==> src/design/rtld_pkg.sv <==
// shared types and constants of the row tile run/literal decoder
package rtld_pkg;

   // width of the count field of a control byte and the literal flag position
   localparam int COUNT_W = 7;
   localparam int LIT_BIT = 7;

   // input modes
   localparam logic [1:0] MODE_LOAD  = 2'd0;
   localparam logic [1:0] MODE_BYTE  = 2'd1;
   localparam logic [1:0] MODE_START = 2'd2;

   // one input item
   typedef struct packed {
      logic [1:0] mode;
      logic [7:0] stream_byte;
      logic [7:0] entry_index;
      logic [7:0] entry_char;
      logic [3:0] entry_colour;
   } req_type;

   // one result item
   typedef struct packed {
      logic [9:0] cell_offset;
      logic [7:0] char_code;
      logic [3:0] colour_value;
      logic       last_of_item;
      logic       picture_done;
   } rsp_type;

   // one tile table entry
   typedef struct packed {
      logic [7:0] char_code;
      logic [3:0] colour;
   } tile_entry_type;

   // tile table write request
   typedef struct packed {
      logic           en;
      logic [7:0]     index;
      tile_entry_type entry;
   } tile_wr_type;

endpackage

==> src/design/rtld_tile_mem.sv <==
// tile table memory with range checked write and registered read
module rtld_tile_mem #(
   parameter int TILE_COUNT = 256
) (
   input  logic                    clock,
   input  rtld_pkg::tile_wr_type   wr,
   input  logic                    rd_en,
   input  logic [7:0]              rd_index,
   output rtld_pkg::tile_entry_type rd_entry
);

   localparam int IDX_W = $clog2(TILE_COUNT);

   rtld_pkg::tile_entry_type mem [TILE_COUNT];
   rtld_pkg::tile_entry_type rd_data_ff;
   logic                     rd_oor_ff;
   logic                     wr_in_range;
   logic                     rd_in_range;

   assign wr_in_range = ({1'b0, wr.index} < 9'(TILE_COUNT));
   assign rd_in_range = ({1'b0, rd_index} < 9'(TILE_COUNT));

   // write port, indexes beyond the table are dropped
   always_ff @(posedge clock) begin
      if (wr.en && wr_in_range) begin
         mem[wr.index[IDX_W-1:0]] <= wr.entry;
      end
   end

   // read port, registered, held until the next read
   always_ff @(posedge clock) begin
      if (rd_en) begin
         rd_data_ff <= mem[rd_index[IDX_W-1:0]];
         rd_oor_ff  <= !rd_in_range;
      end
   end

   // out of range tiles read as blank
   assign rd_entry = rd_oor_ff ? '0 : rd_data_ff;

endmodule

==> src/design/row_tile_run_literal_decoder.sv <==
// row tile run/literal decoder: control bytes and tile bytes in, screen cells out
// order: a tile byte's table entry is read into the tile table read register, then its first
// cell goes into the single cell output register once that is free; further input waits until
// all cells of a tile byte (one for a literal tile) are in it; control, load and start bytes wait on nothing
// reset: synchronous, clears position, phase and handshake state; tile table keeps its contents
module row_tile_run_literal_decoder #(
   parameter int PICTURE_ROWS = 16,
   parameter int ROW_CELLS    = 40,
   parameter int TILE_COUNT   = 256
) (
   input  logic              clock,
   input  logic              reset,
   input  logic              req_valid,
   output logic              req_ready,
   input  rtld_pkg::req_type req_data,
   output logic              rsp_valid,
   input  logic              rsp_ready,
   output rtld_pkg::rsp_type rsp_data
);

   localparam int COL_W = $clog2(ROW_CELLS);
   localparam int CNT_W = $clog2(ROW_CELLS + 1);
   localparam int ROW_W = (PICTURE_ROWS > 1) ? $clog2(PICTURE_ROWS) : 1;

   typedef enum logic {ST_IDLE, ST_EMIT} state_type;
   typedef enum logic [1:0] {PH_CTRL, PH_RUN, PH_LIT} phase_type;

   state_type                state_ff, state_in;
   phase_type                phase_ff, phase_in;
   logic [CNT_W-1:0]         remaining_ff, remaining_in;
   logic [CNT_W-1:0]         cells_ff, cells_in;
   logic [COL_W-1:0]         column_ff, column_in;
   logic [ROW_W-1:0]         row_ff, row_in;
   logic [9:0]               offset_ff, offset_in;
   logic                     rsp_valid_ff, rsp_valid_in;
   rtld_pkg::rsp_type        rsp_ff, rsp_in;

   rtld_pkg::tile_wr_type    tile_wr;
   logic                     rd_en;
   rtld_pkg::tile_entry_type rd_entry;

   logic                     out_free;
   logic [rtld_pkg::COUNT_W-1:0] count_raw;
   logic [rtld_pkg::COUNT_W-1:0] cols_left;
   logic [rtld_pkg::COUNT_W-1:0] count_clip;
   logic                     last_col;
   logic                     last_row;

   // tile table
   rtld_tile_mem #(
      .TILE_COUNT (TILE_COUNT)
   ) u_tile_mem (
      .clock    (clock),
      .wr       (tile_wr),
      .rd_en    (rd_en),
      .rd_index (req_data.stream_byte),
      .rd_entry (rd_entry)
   );

   // count clipping against the cells left in the row
   assign count_raw  = req_data.stream_byte[rtld_pkg::COUNT_W-1:0];
   assign cols_left  = rtld_pkg::COUNT_W'(ROW_CELLS) - rtld_pkg::COUNT_W'(column_ff);
   assign count_clip = (count_raw > cols_left) ? cols_left : count_raw;

   // position wrap points
   assign last_col = (column_ff == COL_W'(ROW_CELLS - 1));
   assign last_row = (row_ff == ROW_W'(PICTURE_ROWS - 1));

   assign out_free  = !rsp_valid_ff || rsp_ready;
   assign req_ready = (state_ff == ST_IDLE);
   assign rsp_valid = rsp_valid_ff;
   assign rsp_data  = rsp_ff;

   // next state
   always_comb begin
      state_in     = state_ff;
      phase_in     = phase_ff;
      remaining_in = remaining_ff;
      cells_in     = cells_ff;
      column_in    = column_ff;
      row_in       = row_ff;
      offset_in    = offset_ff;
      rsp_valid_in = rsp_valid_ff && !rsp_ready;
      rsp_in       = rsp_ff;
      tile_wr.en    = 1'b0;
      tile_wr.index = req_data.entry_index;
      tile_wr.entry.char_code = req_data.entry_char;
      tile_wr.entry.colour    = req_data.entry_colour;
      rd_en        = 1'b0;

      unique case (state_ff)
         ST_IDLE: begin
            if (req_valid) begin
               unique case (req_data.mode)
                  rtld_pkg::MODE_LOAD: begin
                     tile_wr.en = 1'b1;
                  end
                  rtld_pkg::MODE_START: begin
                     phase_in     = PH_CTRL;
                     remaining_in = '0;
                     column_in    = '0;
                     row_in       = '0;
                     offset_in    = '0;
                  end
                  rtld_pkg::MODE_BYTE: begin
                     unique case (phase_ff)
                        PH_CTRL: begin
                           // zero counts leave the control phase as it is
                           if (count_clip != '0) begin
                              remaining_in = CNT_W'(count_clip);
                              phase_in = req_data.stream_byte[rtld_pkg::LIT_BIT] ?
                                         PH_LIT : PH_RUN;
                           end
                        end
                        PH_RUN: begin
                           rd_en        = 1'b1;
                           cells_in     = remaining_ff;
                           remaining_in = '0;
                           phase_in     = PH_CTRL;
                           state_in     = ST_EMIT;
                        end
                        PH_LIT: begin
                           rd_en        = 1'b1;
                           cells_in     = CNT_W'(1);
                           remaining_in = remaining_ff - CNT_W'(1);
                           if (remaining_ff == CNT_W'(1)) begin
                              phase_in = PH_CTRL;
                           end
                           state_in = ST_EMIT;
                        end
                        default: begin
                           phase_in = PH_CTRL;
                        end
                     endcase
                  end
                  default: begin
                  end
               endcase
            end
         end
         ST_EMIT: begin
            // one cell per cycle into the output register, while the output register is free
            if (out_free) begin
               rsp_valid_in        = 1'b1;
               rsp_in.cell_offset  = offset_ff;
               rsp_in.char_code    = rd_entry.char_code;
               rsp_in.colour_value = rd_entry.colour;
               rsp_in.last_of_item = (cells_ff == CNT_W'(1));
               rsp_in.picture_done = last_col && last_row;
               cells_in = cells_ff - CNT_W'(1);
               if (cells_ff == CNT_W'(1)) begin
                  state_in = ST_IDLE;
               end
               if (last_col) begin
                  column_in = '0;
                  row_in    = last_row ? '0 : row_ff + ROW_W'(1);
               end else begin
                  column_in = column_ff + COL_W'(1);
               end
               offset_in = (last_col && last_row) ? '0 : offset_ff + 10'd1;
            end
         end
         default: begin
            state_in = ST_IDLE;
         end
      endcase
   end

   // state and registered outputs
   always_ff @(posedge clock) begin
      rsp_ff <= rsp_in;
      if (reset) begin
         state_ff     <= ST_IDLE;
         phase_ff     <= PH_CTRL;
         remaining_ff <= '0;
         cells_ff     <= '0;
         column_ff    <= '0;
         row_ff       <= '0;
         offset_ff    <= '0;
         rsp_valid_ff <= 1'b0;
      end else begin
         state_ff     <= state_in;
         phase_ff     <= phase_in;
         remaining_ff <= remaining_in;
         cells_ff     <= cells_in;
         column_ff    <= column_in;
         row_ff       <= row_in;
         offset_ff    <= offset_in;
         rsp_valid_ff <= rsp_valid_in;
      end
   end

`ifndef SYNTH
   // emission always has a cell to send
   a_emit_has_cells: assert property (@(posedge clock) disable iff (reset)
      (state_ff == ST_EMIT) |-> (cells_ff != '0))
      else $error("emit state with no cells left");

   // a run or literal phase always has a nonzero count
   a_phase_count: assert property (@(posedge clock) disable iff (reset)
      (phase_ff != PH_CTRL) |-> (remaining_ff != '0))
      else $error("data phase with zero count");

   // column stays inside the row
   a_column_range: assert property (@(posedge clock) disable iff (reset)
      (column_ff <= COL_W'(ROW_CELLS - 1)))
      else $error("column beyond row end");

   // end of picture falls on the last cell of the picture
   a_done_offset: assert property (@(posedge clock) disable iff (reset)
      (rsp_valid_ff && rsp_ff.picture_done) |->
      (rsp_ff.cell_offset == 10'(PICTURE_ROWS * ROW_CELLS - 1)))
      else $error("picture done at wrong offset");

   // a tile byte in a data phase starts emission
   a_tile_starts_emit: assert property (@(posedge clock) disable iff (reset)
      (req_valid && req_ready && req_data.mode == rtld_pkg::MODE_BYTE &&
       phase_ff != PH_CTRL) |=> (state_ff == ST_EMIT))
      else $error("tile byte did not start emission");
`endif

endmodule

==> config.mk <==
export PLATFORM = sky130hd
export DESIGN_NAME = row_tile_run_literal_decoder
export DESIGN_NICKNAME = d
export VERILOG_FILES = /design/src/design/rtld_pkg.sv /design/src/design/rtld_tile_mem.sv /design/src/design/row_tile_run_literal_decoder.sv
export SDC_FILE = /design/constraint.sdc
export NUM_CORES = 2
export LEC_CHECK = 0
export BUFFER_PORTS_ARGS = -buffer_cell sky130_fd_sc_hd__clkbuf_2
export CAP_MARGIN = 10
export CELL_PAD_IN_SITES_DETAIL_PLACEMENT = 0
export CELL_PAD_IN_SITES_GLOBAL_PLACEMENT = 1
export CORE_AREA = 2 2 523 525
export DETAILED_ROUTE_END_ITERATION = 8
export DIE_AREA = 0 0 525 527
export GPL_ROUTABILITY_DRIVEN = 1
export PLACE_DENSITY = 0.64
export SLEW_MARGIN = 20
export SYNTH_ARGS = -nofsm -noshare
export SYNTH_HDL_FRONTEND = slang
export SYNTH_SLANG_ARGS = --single-unit
==> constraint.sdc <==
create_clock -name clock -period 4.2 [get_ports clock]
set_input_delay 0.63 -clock clock [delete_from_list [all_inputs] [get_ports clock]]
set_output_delay 0.63 -clock clock [all_outputs]
set_load 0.02 [all_outputs]
==> results.rst <==
.. list-table::
   :header-rows: 1

   * - Metric
     - Value
   * - Total power of the final layout
     - between 60 and 70 mW
   * - Overall routing resource usage
     - about 22%
   * - Number of nets in the final layout
     - approximately 6.1k
   * - Launching point of the worst reg2reg path
     - column_ff[0]
   * - WHS
     - between 0.09 and 0.1 ns
   * - First element of the critical path
     - column_ff[0]
   * - Area of the die
     - around 280,000 um2
   * - Synthesized flop and latch total
     - ~3.1k
   * - Capturing point of the worst reg2reg path
     - remaining_ff[1]
   * - Worst-case clock buffer depth
     - 4
   * - Quantity of gates resized following cts
     - 0
   * - First-pass GRT wire length
     - about 440,000 um
   * - Post-synth EDFFs
     - 3,108
   * - Number of buffers inserted during clock tree synthesis
     - around 330
   * - Most numerous cell in the Yosys netlist
     - sky130_fd_sc_hd__edfxtp_1
   * - Number of synthesis warnings
     - 0
   * - Number of setup violations in the final report
     - 0
   * - IO Port Bufs
     - 59
   * - Netlist cell types
     - 55
   * - Clock-pin transition on the worst setup and hold timing paths
     - 0.06 ns
   * - Crit path DAT
     - ~4.4 ns
   * - Top Ports
     - 60
   * - Minimum period implied by the final worst setup slack
     - 3.62 ns
   * - Primary flip-flop cell chosen by synthesis mapping
     - sky130_fd_sc_hd__edfxtp_1
   * - Number of global-route vias before repair
     - 58.6k
   * - Maximum number of pins on one net before global-route repair
     - approximately 120
   * - Area share of the leading cell type in the synthesized netlist
     - between 70% and 80%
   * - Busiest layer in global routing
     - met2
   * - CTS HTree Levels
     - 5
   * - Critical path required time
     - a little under 5 ns
   * - Headroom to the max-slew limit
     - a little over a quarter
   * - Net count of the mapped netlist
     - between 5k and 6k
   * - Aggregate routed wire length
     - roughly 310,000 um
   * - Type of the setup path with the least slack
     - flip-flop to flip-flop
   * - Count of antenna-violating nets left after detailed routing
     - 0
   * - Initial antenna violation count
     - 18
   * - Reg2Reg Depth
     - 12
   * - Max Transition Viols Final
     - 0
   * - Aggregate global routing overflow
     - 0
   * - Hold-critical path endpoint
     - rsp_valid
   * - Met3 usage in global routing
     - 3.73%
   * - Die height
     - ~530 um
   * - Per-cell via count in the routed design
     - a little under 6
   * - Most used standard cells in the synthesized netlist
     - sky130_fd_sc_hd__edfxtp_1, sky130_fd_sc_hd__mux4_2, sky130_fd_sc_hd__nor2_1, sky130_fd_sc_hd__mux2i_1, sky130_fd_sc_hd__clkbuf_1
   * - Final sum of negative setup slack
     - 0 ns
   * - Least-Margin Pin Slew
     - about 1.1 ns
   * - Hold Path Stages
     - 3
   * - Cell count after synthesis
     - 5,373
   * - Proportion of synthesized chip area in sequential cells
     - about 77%
   * - Worst Setup Start Kind
     - flip-flop
   * - Path class of the lowest-slack min-delay path
     - input port to flip-flop
   * - Share of flip-flops with an asynchronous set or reset after synthesis
     - 0%
   * - Max_cap viols
     - 0
   * - Highest fanout seen on the critical path
     - 12
   * - Std-Cell Core Area
     - about 270,000 um2
   * - Cell type with the highest aggregate area in the netlist
     - sky130_fd_sc_hd__edfxtp_1
   * - Root Buffer
     - sky130_fd_sc_hd__clkbuf_16
   * - Number of clock sinks
     - between 3k and 4k
   * - Largest vdd supply drop
     - between 0.3 and 0.4 mV
   * - Routed len/inst
     - approximately 32 um
   * - Layout cells sized above 1
     - a little under a third
   * - Outcome
     - complete, no violations
   * - Die span in x
     - 525 um
   * - Maximum achievable frequency
     - approximately 0.28 GHz
   * - Via count
     - 58.7k
   * - Detailed-placement wirelength estimate
     - approximately 190,000 um
   * - CTS Hold Bufs
     - 0
   * - Hold Vio Cnt, Final
     - 0
   * - Number of buffers added for setup after CTS
     - 0
   * - R2R Setup Slk
     - between 0.5 and 0.6 ns
   * - Power Dens Cells
     - between 400 and 500 nW/um2
   * - Period Utilization, post-route
     - 86.3%
   * - Global-route track usage on met1
     - around a third
   * - Post-Syn Area
     - between 100,000 and 150,000 um2
   * - Hold Path Origin
     - rsp_ready
   * - Number of DRC violations after detailed-routing iteration 0
     - 7,006
   * - RSZ-0062 raised after global routing
     - false
   * - Growth of design area from synthesis to finish
     - 15.0%
   * - Clock latency on the worst-skew pair
     - ~0.88 ns
   * - CTS tree
     - yes
   * - Total DRC errors in the routed layout
     - 0
   * - Endpoint class of the critical path
     - flip-flop
   * - Rows
     - around 190
   * - Final estimated routing congestion in global placement
     - roughly 0.81
   * - Syn_area_per_cell
     - ~23 um2
   * - Pre-Repair DR Iteration Count
     - 7
   * - Layout Skew
     - ~0.043 ns
   * - Most area-consuming cells after synthesis
     - sky130_fd_sc_hd__edfxtp_1, sky130_fd_sc_hd__mux4_2, sky130_fd_sc_hd__mux2i_1, sky130_fd_sc_hd__nor2_1, sky130_fd_sc_hd__dfxtp_1
   * - Initial core utilization
     - 44.7%
   * - Leakage
     - 44.2 nW
   * - Met2 Use GR
     - between 30% and 40%
-- logic make-up (layout without fill, tap and decap cells) --
family	after synthesis	in the layout	share of synthesized area (%)
buffers and inverters	327	1198	1.45
muxes	1011	1011	17.0
xor gates and xnor gates	20	20	0.144
other	0	9	0
DFF	3144	3144	77.5
adders and majority gates	21	21	0.216
and+or+nand+nor	522	522	1.86
AOI/OAI and AO/OA	328	328	1.90
-- where the power goes --
group	total, mW	internal [mW]	switching, mW	leakage [nW]
clock	27.7	16.0	11.7	4.95
sequential	34.5	34.5	0.0105	28.2
combinational	3.13	1.20	1.93	11.1
total	65.4	51.7	13.6	44.2
-- cell usage in the layout (no fill, tap or decap), types with 23 or more instances in the layout --
cell,netlist,layout
sky130_fd_sc_hd__clkbuf_1,118,72
sky130_fd_sc_hd__nand3_1,35,31
sky130_fd_sc_hd__mux2i_1,169,169
sky130_fd_sc_hd__nand2_1,75,63
sky130_fd_sc_hd__clkbuf_2,0,42
sky130_fd_sc_hd__clkinv_2,0,60
sky130_fd_sc_hd__o21ai_0,26,26
sky130_fd_sc_hd__nor3_1,23,23
sky130_fd_sc_hd__dfxtp_1,36,36
sky130_fd_sc_hd__o221ai_1,34,34
sky130_fd_sc_hd__o22ai_1,28,28
sky130_fd_sc_hd__clkinv_1,0,64
sky130_fd_sc_hd__edfxtp_1,3108,3108
sky130_fd_sc_hd__bufinv_16,0,23
sky130_fd_sc_hd__buf_4,52,491
sky130_fd_sc_hd__buf_12,0,52
sky130_fd_sc_hd__a21oi_1,57,57
sky130_fd_sc_hd__a22oi_1,79,79
sky130_fd_sc_hd__clkbuf_16,0,336
sky130_fd_sc_hd__mux4_2,836,836
sky130_fd_sc_hd__nor2_1,304,303
-- flip-flops by register name, indices dropped and copies added, names as in the netlist --
| signal | flops |
|---|---|
| cells_ff | 6 |
| column_ff | 6 |
| offset_ff | 10 |
| phase_ff | 2 |
| remaining_ff | 6 |
| row_ff | 4 |
| rsp_data | 24 |
| rsp_valid | 1 |
| state_ff | 1 |
| u_tile_mem.mem | 3072 |
| u_tile_mem.rd_data_ff | 12 |
-- worst max path at each step --
stage	to	slack, ns	cells past startpoint
floorplan	row_ff[3]	1.30	8
global placement	u_tile_mem.rd_data_ff[10]	0.03	9
detailed placement	u_tile_mem.rd_data_ff[10]	0.002	9
CTS	remaining_ff[1]	0.61	12
global route	remaining_ff[2]	0.24	13
finish	remaining_ff[1]	0.58	12
-- metrics by stage --
| stage | setup slack (ns) | utilization (%) | area (um2) | instances |
|---|---|---|---|---|
| after CTS | 0.605 | 51.4 | 140000 | 9833 |
| after floorplan | 1.30 | - | 121000 | 5373 |
| after detailed placement | 0.00227 | 47.6 | 129000 | 9257 |
| after global routing | 0.244 | 51.4 | 140000 | 9838 |
| after global placement | 0.0346 | 47.6 | 129000 | 9257 |
| final | 0.577 | 51.4 | 140000 | 9842 |
-- worst max-delay path: stages, from the launching register on --
cell                       delay [ns]
sky130_fd_sc_hd__dfxtp_1         0.44
sky130_fd_sc_hd__inv_1           0.11
sky130_fd_sc_hd__ha_1            0.23
sky130_fd_sc_hd__nand2b_1        0.10
sky130_fd_sc_hd__nand2_1         0.07
sky130_fd_sc_hd__xor2_1          0.24
sky130_fd_sc_hd__ha_1            0.29
sky130_fd_sc_hd__a21oi_1         0.14
sky130_fd_sc_hd__o21ai_0         0.15
sky130_fd_sc_hd__o22ai_1         0.74
sky130_fd_sc_hd__mux2i_1         0.23
sky130_fd_sc_hd__a41o_1          0.41
sky130_fd_sc_hd__o41ai_1         0.37
-- metal layers --
metal / share of wire (%) / up-vias
met4: 2.7 / 2
li1: - / 24065
met1: 42 / 31834
met2: 48 / 2387
met3: 7.6 / 416
met5: 0.0023 / -
-- layout make-up --
type / count / area (um2)
multi-input combinational: 1902 / 25700
inverter: 20 / 75.1
antenna: 9 / 22.5
sequential: 3144 / 94100
fill: 21067 / 132000
clock buffer: 408 / 8680
tap: 3589 / 4490
timing repair buffer: 602 / 5180
clock inverter: 168 / 1430
(Power assumes the default switching activity.)
